`src/rbe_pkg.sv`:
```
package rbe_pkg;

  localparam int WINDOW_MAX  = 256;
  localparam int RETURN_BITS = 16;
  localparam int SLOT_W      = $clog2(WINDOW_MAX);
  localparam int WLEN_W      = 9;
  localparam int WLEN_MIN    = 2;
  localparam int WLEN_RESET  = 60;
  localparam int PROD_W      = 2 * RETURN_BITS;
  localparam int SUM_W       = RETURN_BITS + SLOT_W;
  localparam int SQ_W        = PROD_W + SLOT_W;
  localparam int PAIR_W      = 2 * SUM_W;
  localparam int NUM_W       = WLEN_W + 1 + SQ_W;
  localparam int BETA_W      = 32;
  localparam int FRAC_BITS   = 16;
  localparam int DIV_STEPS   = BETA_W;
  localparam int CNT_W       = $clog2(DIV_STEPS);

  localparam logic [BETA_W-1:0] BETA_MAX = {1'b0, {(BETA_W-1){1'b1}}};
  localparam logic [BETA_W-1:0] BETA_MIN = {1'b1, {(BETA_W-1){1'b0}}};

  typedef struct packed {
    logic load;
    logic prod;
    logic update;
    logic mul;
    logic sub;
    logic absval;
    logic check;
    logic div_step;
    logic finish;
  } cmd_t;

  typedef struct packed {
    logic emit;
    logic den_zero;
    logic sat;
    logic div_last;
    logic out_free;
  } status_t;

endpackage

```
`src/rbe_ctrl.sv`:
```
module rbe_ctrl (
  input  logic              clk,
  input  logic              rst,
  input  logic              in_valid,
  output logic              in_ready,
  input  rbe_pkg::status_t  status,
  output rbe_pkg::cmd_t     cmd
);
  import rbe_pkg::*;

  typedef enum logic [8:0] {
    S_IDLE = 9'b000000001,
    S_PROD = 9'b000000010,
    S_UPD  = 9'b000000100,
    S_MUL  = 9'b000001000,
    S_SUB  = 9'b000010000,
    S_ABS  = 9'b000100000,
    S_CHK  = 9'b001000000,
    S_DIV  = 9'b010000000,
    S_DONE = 9'b100000000
  } state_t;

  state_t state, state_next;

  always_ff @(posedge clk) begin
    if (rst) begin
      state <= S_IDLE;
    end else begin
      state <= state_next;
    end
  end

  always_comb begin
    state_next = state;
    cmd        = '0;
    in_ready   = 1'b0;
    unique case (state)
      S_IDLE: begin
        in_ready = 1'b1;
        if (in_valid) begin
          cmd.load   = 1'b1;
          state_next = S_PROD;
        end
      end
      S_PROD: begin
        cmd.prod   = 1'b1;
        state_next = S_UPD;
      end
      S_UPD: begin
        cmd.update = 1'b1;
        state_next = S_MUL;
      end
      S_MUL: begin
        cmd.mul    = 1'b1;
        state_next = status.emit ? S_SUB : S_IDLE;
      end
      S_SUB: begin
        cmd.sub    = 1'b1;
        state_next = S_ABS;
      end
      S_ABS: begin
        cmd.absval = 1'b1;
        state_next = S_CHK;
      end
      S_CHK: begin
        cmd.check  = 1'b1;
        state_next = (status.den_zero || status.sat) ? S_DONE : S_DIV;
      end
      S_DIV: begin
        cmd.div_step = 1'b1;
        if (status.div_last) begin
          state_next = S_DONE;
        end
      end
      S_DONE: begin
        if (status.out_free) begin
          cmd.finish = 1'b1;
          state_next = S_IDLE;
        end
      end
      default: begin
        state_next = S_IDLE;
      end
    endcase
  end

`ifndef SYNTH
  a_load_to_prod: assert property (@(posedge clk) disable iff (rst)
    cmd.load |=> state == S_PROD) else $error("item load did not start products");
  a_div_holds: assert property (@(posedge clk) disable iff (rst)
    (state == S_DIV) && !status.div_last |=> state == S_DIV)
    else $error("divider left early");
  a_finish_idle: assert property (@(posedge clk) disable iff (rst)
    cmd.finish |=> state == S_IDLE) else $error("no return to idle after result");
`endif

endmodule

```
`config.mk`:
```
export PLATFORM = sky130hd
export DESIGN_NAME = rbe_ctrl
export DESIGN_NICKNAME = d
export VERILOG_FILES = /design/src/rbe_pkg.sv /design/src/rbe_ctrl.sv
export SDC_FILE = /design/constraint.sdc
export NUM_CORES = 1
export LEC_CHECK = 0
export ABC_AREA = 1
export BUFFER_PORTS_ARGS = -buffer_cell sky130_fd_sc_hd__buf_4
export CAP_MARGIN = 5
export CORE_AREA = 4 4 41 43
export DETAILED_ROUTE_END_ITERATION = 6
export DIE_AREA = 0 0 45 47
export PLACE_DENSITY = 0.85
export SLEW_MARGIN = 5
export SYNTH_ARGS = -nofsm -noshare
export SYNTH_HDL_FRONTEND = slang
export SYNTH_SLANG_ARGS = --single-unit
```
`constraint.sdc`:
```
create_clock -name clk -period 3.4 [get_ports clk]
set_clock_uncertainty 0.1 [all_clocks]
set_input_delay 0.34 -clock clk [delete_from_list [all_inputs] [get_ports clk]]
set_output_delay 0.34 -clock clk [all_outputs]
set_load 0.01 [all_outputs]
```
==> flow_metrics.tcl, run 1 <==
set metrics [dict create \
    total_power_mw 0.2947 \
    p_per_area_nw_per_um2 375.1 \
    clock_latency_ns 0.27 \
    fmaxAchievable_mhz 569.4 \
    grt_max_degree 9 \
    firstDrtPassIters 2 \
    run_status "finished, final reports clean" \
    avgRoutedWirePerCell_um 10.09 \
    top_regs "state: 9 flops" \
    seq_area_um2 180.2 \
    postRouteWirelength_um 1383 \
    power_frac_clock_pct 29.2 \
    io_pins 18 \
    required_ns 2.96 \
    final_max_slew_viol_count 0 \
    endpoint_kind "output port" \
    nets 131 \
    netlist_instances 102 \
    tightestPinTransition_ns 0.2264 \
    peakVddDrop_mv 0.2104 \
    setup_violations 0 \
    cts-resized-gates 0 \
    cts_tree "done" \
    grt_pass1_wl_um 2359 \
    n_antenna_cell 0 \
    clock_sinks 9 \
    switchingPower_mw 0.1015 \
    critPathKind "register to output port" \
    cts_hold_buffers 0 \
    ant_nets 0 \
    muxShareOfSynthArea_pct 0 \
    dieArea_um2 2115 \
    synth.distinct_cells 20 \
    post-route-util_pct 60.38 \
    rsz0062_at_grt "no" \
    rows 13 \
    ys_warn_count 0 \
    die_height_um 47 \
    final_cells 137 \
    first_iter_violations 8 \
    multiInputGateArea_um2 342.8 \
    p_leak_nw 0.4860 \
    synthAdderAreaFrac_pct 0 \
    fin_setup_tns_ns 0 \
    hold_viol 0 \
    maxCapViolCount 0 \
    place_congestion 0.8434 \
    grt_use_total_pct 15.76 \
    synth_top_family_by_area "simple AND/OR/NAND/NOR gates" \
    min_path_type "input pin to register" \
    synth_seq_cells 9 \
    maxSlewHeadroom_pct 84.85 \
    seq_area_frac_synth_pct 29.21 \
    vias_per_cell 4.708 \
    path_max_fanout 4 \
    synth_nets 110 \
    period_share_pct 51.65 \
    p_sw_share_pct 34.43 \
    dp.cells 133 \
    pwr-share-seq_pct 39.0 \
    synth-simple-area-share_pct 51.72 \
    n_fill_cell 146 \
    drive_gt1_share_pct 27.05 \
    numPortBuffers 17 \
    hold_depth 2 \
    antenna_found_initial 0 \
    coreArea_um2 1301 \
    synth_xor_area_share_pct 0 \
    fp.dieW_um 45 \
    syn_avg_cell_area_um2 6.047 \
    cts_root_buffer "clkbuf_4" \
    dp_hpwl_um 1127 \
    cts_setup_buffers 0 \
    p_int_mw 0.1932 \
    synth.cell_area_um2 616.8 \
    arrival_ns 1.32 \
    synth-compound-area-share_pct 3.854 \
    syn_to_final_growth_pct 27.38 \
    largest_register_ffs 9 \
    floorplan.initialDensity_pct 47.40 \
    reg2reg_depth 10 \
    registers.top_by_ff_count "state" \
    htree_levels 1 \
    path_clk_slew_ns 0.06 \
    drc_errors 0 \
    grt_pass1_vias 581 \
    via_count 645 \
    cts-buffers-inserted 3 \
    clockBufferDepth 2 \
    combPwrFrac_pct 31.8 \
    cp-start-kind "register" \
    period_minus_slack_ns 1.756 \
    grt.overflow.total 0 \
    timing.hold.ws_ns 0.2099 \
]
[final timing paths]
check	from	endpoint	slack [ns]
max reg2reg	state[6]$_SDFFE_PP0P_	state[0]$_SDFFE_PP1P_	1.96
max	state[4]$_SDFFE_PP0P_	cmd[1]	1.64
min reg2reg	state[2]$_SDFFE_PP0P_	state[3]$_SDFFE_PP0P_	0.47
min	rst	state[7]$_SDFFE_PP0P_	0.21
[final cells by class]
| class | count | share of cell area (%) |
|---|---|---|
| well taps | 15 | 2.389 |
| inverters | 24 | 11.46 |
| multi-input cells | 68 | 43.63 |
| repair buffers | 17 | 16.24 |
| flip-flops and latches | 9 | 22.93 |
| clock buffers | 4 | 3.344 |
[cell usage after synthesis]
| cell type | instances | area share, % |
|---|---|---|
| a21oi_1 | 1 | 0.81 |
| inv_2 | 2 | 1.2 |
| inv_1 | 22 | 13 |
| nand3_4 | 1 | 2.8 |
| nor2_2 | 2 | 2.0 |
| o21ai_2 | 1 | 1.4 |
| nand3b_2 | 1 | 1.8 |
| nor2_4 | 2 | 3.7 |
| nor3b_2 | 1 | 2.0 |
| nand2_4 | 1 | 1.8 |
| nor3_1 | 5 | 4.1 |
| nor2_1 | 20 | 12 |
| nand3_1 | 4 | 3.2 |
| o21ai_0 | 2 | 1.6 |
| nand2_1 | 23 | 14 |
| nand4_1 | 1 | 1.0 |
| dfxtp_1 | 9 | 29 |
| nor4_1 | 1 | 1.0 |
| nand2_2 | 2 | 2.0 |
| buf_1 | 1 | 0.61 |
[power groups by stage]
stage          logic (mW)  clock network (mW)  registers, mW
2_1_floorplan      0.0660                   0          0.117
3_3_place_gp       0.0915                   0          0.117
3_5_place_dp       0.0937                   0          0.117
4_1_cts            0.0944              0.0895          0.115
5_1_grt             0.105              0.0940          0.116
6_report           0.0938              0.0860          0.115
[metrics by stage]
step / cell area (µm²) / worst slack (ns)
after global routing: 785.8 / 1.511
after detailed placement: 759.5 / 1.940
after floorplan: 616.8 / 2.077
after global placement: 759.5 / 1.939
after CTS: 785.8 / 1.631
final: 785.8 / 1.644
[logic make-up after synthesis]
kind of cell,count (synthesis)
compound gates,4
buf+inv,25
simple gates,64
flops,9
[worst max-delay path, cell delays in order (launching register included)]
cell	delay, ns
dfxtp_1	0.35
nor2_4	0.17
nand2_1	0.08
nor2_2	0.15
nand2_1	0.12
inv_1	0.07
buf_4	0.11
[cells in the final DEF (no fill, tap or decap)]
cell type / synthesis / final
dfxtp_1: 9 / 9
nand2_2: 2 / 2
nor3_1: 5 / 5
nor2_1: 20 / 20
inv_2: 2 / 2
o21ai_0: 2 / 2
inv_1: 22 / 22
clkbuf_1: 0 / 1
clkbuf_4: 0 / 3
nor4_1: 1 / 1
nor2_4: 2 / 2
nor2_2: 2 / 2
o21ai_2: 1 / 1
nor3b_2: 1 / 1
buf_4: 0 / 17
nand2_1: 23 / 23
a21oi_1: 1 / 1
nand3_1: 4 / 4
nand4_1: 1 / 1
nand2_4: 1 / 1
nand3_4: 1 / 1
nand3b_2: 1 / 1
[metal layers]
| layer | GRT usage [%] | wire length (µm) | vias to the layer above |
|---|---|---|---|
| li1 | - | - | 345 |
| met2 | 24.86 | 662 | 18 |
| met1 | 17.62 | 585 | 278 |
| met3 | 7.280 | 108 | 4 |
| met5 | 0 | 0 | - |
| met4 | 8.772 | 26 | 0 |
Power figures use the tool's default switching activity.
==> inputs of run 2 (changes only) <==
--- a/config.mk
+++ b/config.mk
@@ -8,10 +8,10 @@
 export ABC_AREA = 1
 export BUFFER_PORTS_ARGS = -buffer_cell sky130_fd_sc_hd__buf_4
 export CAP_MARGIN = 5
-export CORE_AREA = 4 4 41 43
+export CORE_MARGIN = 4
+export CORE_UTILIZATION = 44
 export DETAILED_ROUTE_END_ITERATION = 6
-export DIE_AREA = 0 0 45 47
-export PLACE_DENSITY = 0.85
+export PLACE_DENSITY = 0.84
 export SLEW_MARGIN = 5
 export SYNTH_ARGS = -nofsm -noshare
 export SYNTH_HDL_FRONTEND = slang
==> constraint.sdc (replaced) <==
create_clock -name clk -period 1.5 [get_ports clk]
set_clock_uncertainty 0.1 [all_clocks]
set_input_delay 0.15 -clock clk [delete_from_list [all_inputs] [get_ports clk]]
set_output_delay 0.15 -clock clk [all_outputs]
set_load 0.01 [all_outputs]
==> run 2 against run 1 <==
Effect of this change: the flow now finishes with violations (setup timing); first-iteration DRC count up 38%; power up 140%; count of clock-buffer cells in the layout unchanged; core utilization rose by 5.1 points; register-to-register slack lost 1.9 ns; final cell count grew 0.73%; combinational power increased to 2.7 times the previous value; via count increased by 5.4%; die area down 2.4%; clock power up 120%.
==> flow_metrics.tcl, run 2 (synthesized netlist as in run 1, its figures left out) <==
set metrics [dict create \
    run_status "finished with violations" \
    violations "setup timing" \
    rows 13 \
    clock_sinks 9 \
    min_path_type "input pin to register" \
    via_count 680 \
    registers.top_by_ff_count "state" \
    fmaxAchievable_mhz 654.9 \
    final_cell_mix "inv_1, nand2_1, buf_4, nor2_1" \
    cts_tree "done" \
    setup_violations 7 \
    syn_to_final_growth_pct 39.96 \
    maxCapViolCount 0 \
    grt_pass1_vias 588 \
    required_ns 1.25 \
    cp_slowest_stage_delay_ns 0.33 \
    vias_per_cell 4.928 \
    io_pins 18 \
    arrival_ns 1.28 \
    path_clk_slew_ns 0.07 \
    crit_path_cell_trace "nor2_2 > nand2_2 > inv_4 > nand3_1 > nor2_1 > buf_4" \
    ant_nets 0 \
    drc_errors 0 \
    htree_levels 1 \
    fp.dieW_um 45.44 \
    drive_gt1_share_pct 42.28 \
    hold_viol 0 \
    rsz0062_at_grt "yes" \
    cts_hold_buffers 0 \
    avgRoutedWirePerCell_um 11.21 \
    n_antenna_cell 0 \
    final_max_slew_viol_count 0 \
    final_common_cell "inv_1" \
    grt_max_degree 9 \
    dieArea_um2 2065 \
    grt.overflow.total 0 \
    first_iter_violations 11 \
    cts_root_buffer "clkbuf_4" \
    p_per_area_nw_per_um2 824.4 \
    post-route-cell-area_um2 863.3 \
    postRouteWirelength_um 1547 \
    period_minus_slack_ns 1.527 \
    coreArea_um2 1318 \
    p_leak_nw 0.5009 \
    peakVddDrop_mv 0.5444 \
    firstDrtPassIters 4 \
    endpoint_kind "output port" \
    critPathKind "register to output port" \
    cp-start-kind "register" \
    nets 132 \
    cpMaxStageDelayCell "dfxtp_2" \
    period_share_pct 101.8 \
    die_height_um 45.44 \
    top_regs "state: 9 flops" \
    dp_hpwl_um 1153 \
    grt_use_total_pct 15.88 \
    clock_latency_ns 0.26 \
    tightestPinTransition_ns 0.2215 \
    antenna_found_initial 0 \
    setup_ws_ns -0.02693 \
    grt_pass1_wl_um 2387 \
    maxSlewHeadroom_pct 85.09 \
    largest_register_ffs 9 \
    clockBufferDepth 2 \
    numPortBuffers 17 \
    postPlaceCellArea_um2 759.5 \
    floorplan.initialDensity_pct 46.82 \
    dpl_worst_slack_ns 0.09453 \
    ff2ff_setup_slack_ns 0.07 \
    cts-buffers-inserted 3 \
    path_max_fanout 5 \
    place_congestion 0.8398 \
    timing.hold.ws_ns 0.01137 \
]
[run 2: changes by cell type in the layout (fill, tap and decap cells not counted), sizes merged]
cell,before,now
buf,17,18
[run 2: final timing paths]
check,startpoint,endpoint,cells after the start
max reg2reg,state[1]$_SDFFE_PP0P_,state[8]$_SDFFE_PP0P_,8
min,rst,state[7]$_SDFFE_PP0P_,2
max,state[1]$_SDFFE_PP0P_,cmd[0],6
min reg2reg,state[1]$_SDFFE_PP0P_,state[1]$_SDFFE_PP0P_,3
[run 2: layout make-up]
class | instances | area (µm²)
inverter | 24 | 92.59
multi-input combinational | 68 | 401.6
tap | 15 | 18.77
sequential | 9 | 185.2
timing repair buffer | 18 | 138.9
clock buffer | 4 | 26.28
fill | 109 | 454.2
[run 2: stage by stage]
stage                     total power [mW]  cells  TNS (ns)  utilization [%]
after CTS                           0.6732    138   -0.1025            61.73
after floorplan                     0.4137    102         0                -
after detailed placement            0.4762    133         0            57.64
after global routing                0.7551    138   -0.7824            65.53
after global placement              0.4727    133         0            57.64
final                               0.7117    138  -0.09704            65.53
[run 2: report_power, final]
group | internal, mW | switching, mW
Clock | 0.103 | 0.0893
Sequential | 0.252 | 0.0126
Combinational | 0.101 | 0.153
Total | 0.456 | 0.255
[run 2: critical path, delay by kind of cell (launching register included)]
| family | cells | cell delay [ns] |
|---|---|---|
| buf+inv | 2 | 0.23 |
| flops | 1 | 0.33 |
| simple gates | 4 | 0.46 |
[run 2: layer usage]
metal,global-route usage [%],routed length (µm),vias to the layer above
met1,19.95,647,311
met5,0,0,-
met3,3.557,86,5
met4,7.018,22,0
li1,-,-,345
met2,25.63,791,19
[run 2: what timing repair did]
action                     4_1_cts  5_1_grt
resized for setup                7       17
buffers inserted                 1        0
setup endpoints to repair        9       12
pin swaps                        1        5
==> inputs of run 3 (changes only) <==
--- a/config.mk
+++ b/config.mk
@@ -5,13 +5,12 @@
 export SDC_FILE = /design/constraint.sdc
 export NUM_CORES = 1
 export LEC_CHECK = 0
-export ABC_AREA = 1
 export BUFFER_PORTS_ARGS = -buffer_cell sky130_fd_sc_hd__buf_4
 export CAP_MARGIN = 5
 export CORE_MARGIN = 4
-export CORE_UTILIZATION = 44
+export CORE_UTILIZATION = 43
 export DETAILED_ROUTE_END_ITERATION = 6
-export PLACE_DENSITY = 0.84
+export PLACE_DENSITY = 0.83
 export SLEW_MARGIN = 5
 export SYNTH_ARGS = -nofsm -noshare
 export SYNTH_HDL_FRONTEND = slang
==> run 3 against run 2 <==
Effect of this change: the run still ends with setup timing left; clock power is 11% higher; register-to-register slack worse by 0.28 ns; synthesized cell count is 32% lower; final area is 30% higher; count of clock-buffer cells in the layout stayed put; die area is 1.2% lower; critical path type unchanged.
==> flow_metrics.tcl, run 3 <==
set metrics [dict create \
    run_status "finished with violations" \
    violations "setup timing" \
    syn_avg_cell_area_um2 8.613 \
    synth_largest_area_cell "dfxtp_1" \
    syn_to_final_growth_pct 88.21 \
    power_frac_clock_pct 33.0 \
    total_power_mw 0.6489 \
    hp-start "status[4]" \
    final_max_slew_viol_count 0 \
    final_common_cell "buf_4" \
    nets 123 \
    synth_top_flop_cell "dfxtp_1" \
    drc_errors 0 \
    critPathKind "register to output port" \
    synth_seq_cells 9 \
    period_minus_slack_ns 1.821 \
    clock_latency_ns 0.28 \
    switchingPower_mw 0.2064 \
    grt_pass1_wl_um 3443 \
    die_height_um 45.18 \
    clockBufferDepth 2 \
    fin_setup_tns_ns -3.210 \
    postPlaceCellArea_um2 810.8 \
    grt.overflow.total 0 \
    top_regs "state: 9 flops" \
    netlist_instances 69 \
    maxCapViolCount 0 \
    synth_most_common_cell "dfxtp_1" \
    largest_register_ffs 9 \
    hold_depth 2 \
    final_cells 129 \
    maxSlewHeadroom_pct 68.51 \
    drive_gt1_share_pct 66.67 \
    dp_hpwl_um 1161 \
    registers.top_by_ff_count "state" \
    setup_violations 16 \
    coreArea_um2 1301 \
    dp.cells 111 \
    seq_area_frac_synth_pct 30.32 \
    reg2reg_depth 6 \
    antenna_found_initial 0 \
    pwr-share-seq_pct 38.3 \
    setup_ws_ns -0.3214 \
    first_iter_violations 20 \
    synth.distinct_cells 32 \
    cp-start-kind "register" \
    path_clk_slew_ns 0.07 \
    synthArstFlopShare_pct 0 \
    timing.hold.ws_ns 0.09791 \
    combPwrFrac_pct 28.7 \
    io_pins 18 \
    n_antenna_cell 0 \
    synth.top_cell.area_share_pct 30.32 \
    hold_viol 0 \
    numPortBuffers 17 \
    p_int_mw 0.4425 \
    firstDrtPassIters 4 \
    clock_sinks 9 \
    dieArea_um2 2041 \
    grt_pass1_vias 762 \
    r2r_end "state[0]$_SDFFE_PP1P_" \
    rsz0062_at_grt "yes" \
    synth_nets 77 \
    r2r-start "state[4]$_SDFFE_PP0P_" \
    ff2ff_setup_slack_ns -0.21 \
    arrival_ns 1.57 \
    min_path_type "input pin to register" \
    synth_edf_count 0 \
    worstHoldEndpoint "state[4]$_SDFFE_PP0P_" \
    post-route-util_pct 85.96 \
    place_congestion 0.8142 \
    n_fill_cell 66 \
    postRouteWirelength_um 2548 \
    endpoint_kind "output port" \
    vias_per_cell 5.922 \
    cts_root_buffer "clkbuf_4" \
    path_max_fanout 5 \
    p_leak_nw 0.4984 \
    ys_warn_count 0 \
    avgRoutedWirePerCell_um 19.75 \
    synth_area_leaders "dfxtp_1, nor3b_1, and3b_1" \
    synthTopCellsByCount "dfxtp_1, nor2b_1, nor3b_1" \
    period_share_pct 121.4 \
    peakVddDrop_mv 0.4581 \
    floorplan.initialDensity_pct 45.67 \
    ant_nets 0 \
    synth.cell_area_um2 594.3 \
    cts_tree "done" \
    grt_use_total_pct 23.76 \
    fp.dieW_um 45.18 \
    p_sw_share_pct 31.81 \
    fmaxAchievable_mhz 549.0 \
    htree_levels 1 \
    grt_max_degree 10 \
    rows 13 \
    required_ns 1.25 \
    cts-buffers-inserted 3 \
    tightestPinTransition_ns 0.4723 \
    via_count 764 \
    p_per_area_nw_per_um2 580.1 \
    final_cell_mix "buf_4, buf_6, dfxtp_2" \
    post-route-cell-area_um2 1119 \
    dpl_worst_slack_ns -0.06736 \
]
==> run 3: timing repair <==
item	CTS	global route
resized for setup	27	17
pin swaps	12	11
hold buffers	1	0
endpoints found under the hold margin	3	0
setup buffers	9	6
endpoints found under the setup margin	16	18
==> run 3: cells by family (layout without fill, tap and decap cells) <==
kind of cell	Yosys count	after routing	synth area share, %
and+or+nand+nor	40	40	46.11
AOI/OAI and AO/OA	11	11	13.47
xor gates and xnor gates	2	2	2.948
buffers and inverters	7	52	7.156
DFF	9	9	30.32
==> run 3: routing by layer <==
layer  vias to the layer above  wire length, µm  GRT usage (%)
met2                        53             1244          41.53
met3                        14              197          5.578
met1                       362              984          24.40
li1                        335                -              -
met4                         0              122          16.96
met5                         -                0              0
==> run 3: area by class of cell <==
type | instances | area, µm² | area share [%]
sequential | 9 | 193.9 | 17.34
multi-input combinational | 53 | 490.5 | 43.85
timing repair buffer | 44 | 374.1 | 33.45
tap | 15 | 18.77 | 1.678
inverter | 4 | 15.01 | 1.342
clock buffer | 4 | 26.28 | 2.349
==> run 3: worst max-delay path by stage <==
stage | start | end | slack (ns)
after global placement | state[8]$_SDFFE_PP0P_ | state[4]$_SDFFE_PP0P_ | -0.006
after global routing | state[6]$_SDFFE_PP0P_ | cmd[7] | -0.36
after detailed placement | state[8]$_SDFFE_PP0P_ | state[4]$_SDFFE_PP0P_ | -0.07
after CTS | state[7]$_SDFFE_PP0P_ | cmd[8] | -0.17
after floorplan | state[6]$_SDFFE_PP0P_ | state[3]$_SDFFE_PP0P_ | 0.02
final | state[6]$_SDFFE_PP0P_ | cmd[7] | -0.32
==> run 3: power groups by stage <==
stage / clock network [mW] / registers (mW) / logic, mW
after floorplan: 0 / 0.253 / 0.0555
after global placement: 0 / 0.253 / 0.116
after detailed placement: 0 / 0.254 / 0.121
after CTS: 0.191 / 0.248 / 0.156
after global routing: 0.227 / 0.249 / 0.198
final: 0.214 / 0.248 / 0.186
==> run 3: worst max-delay path, stage by stage (launching register included) <==
cell,delay (ns)
dfxtp_4,0.37
nor3_4,0.31
nand3_2,0.18
buf_4,0.17
nor2b_2,0.13
buf_4,0.14
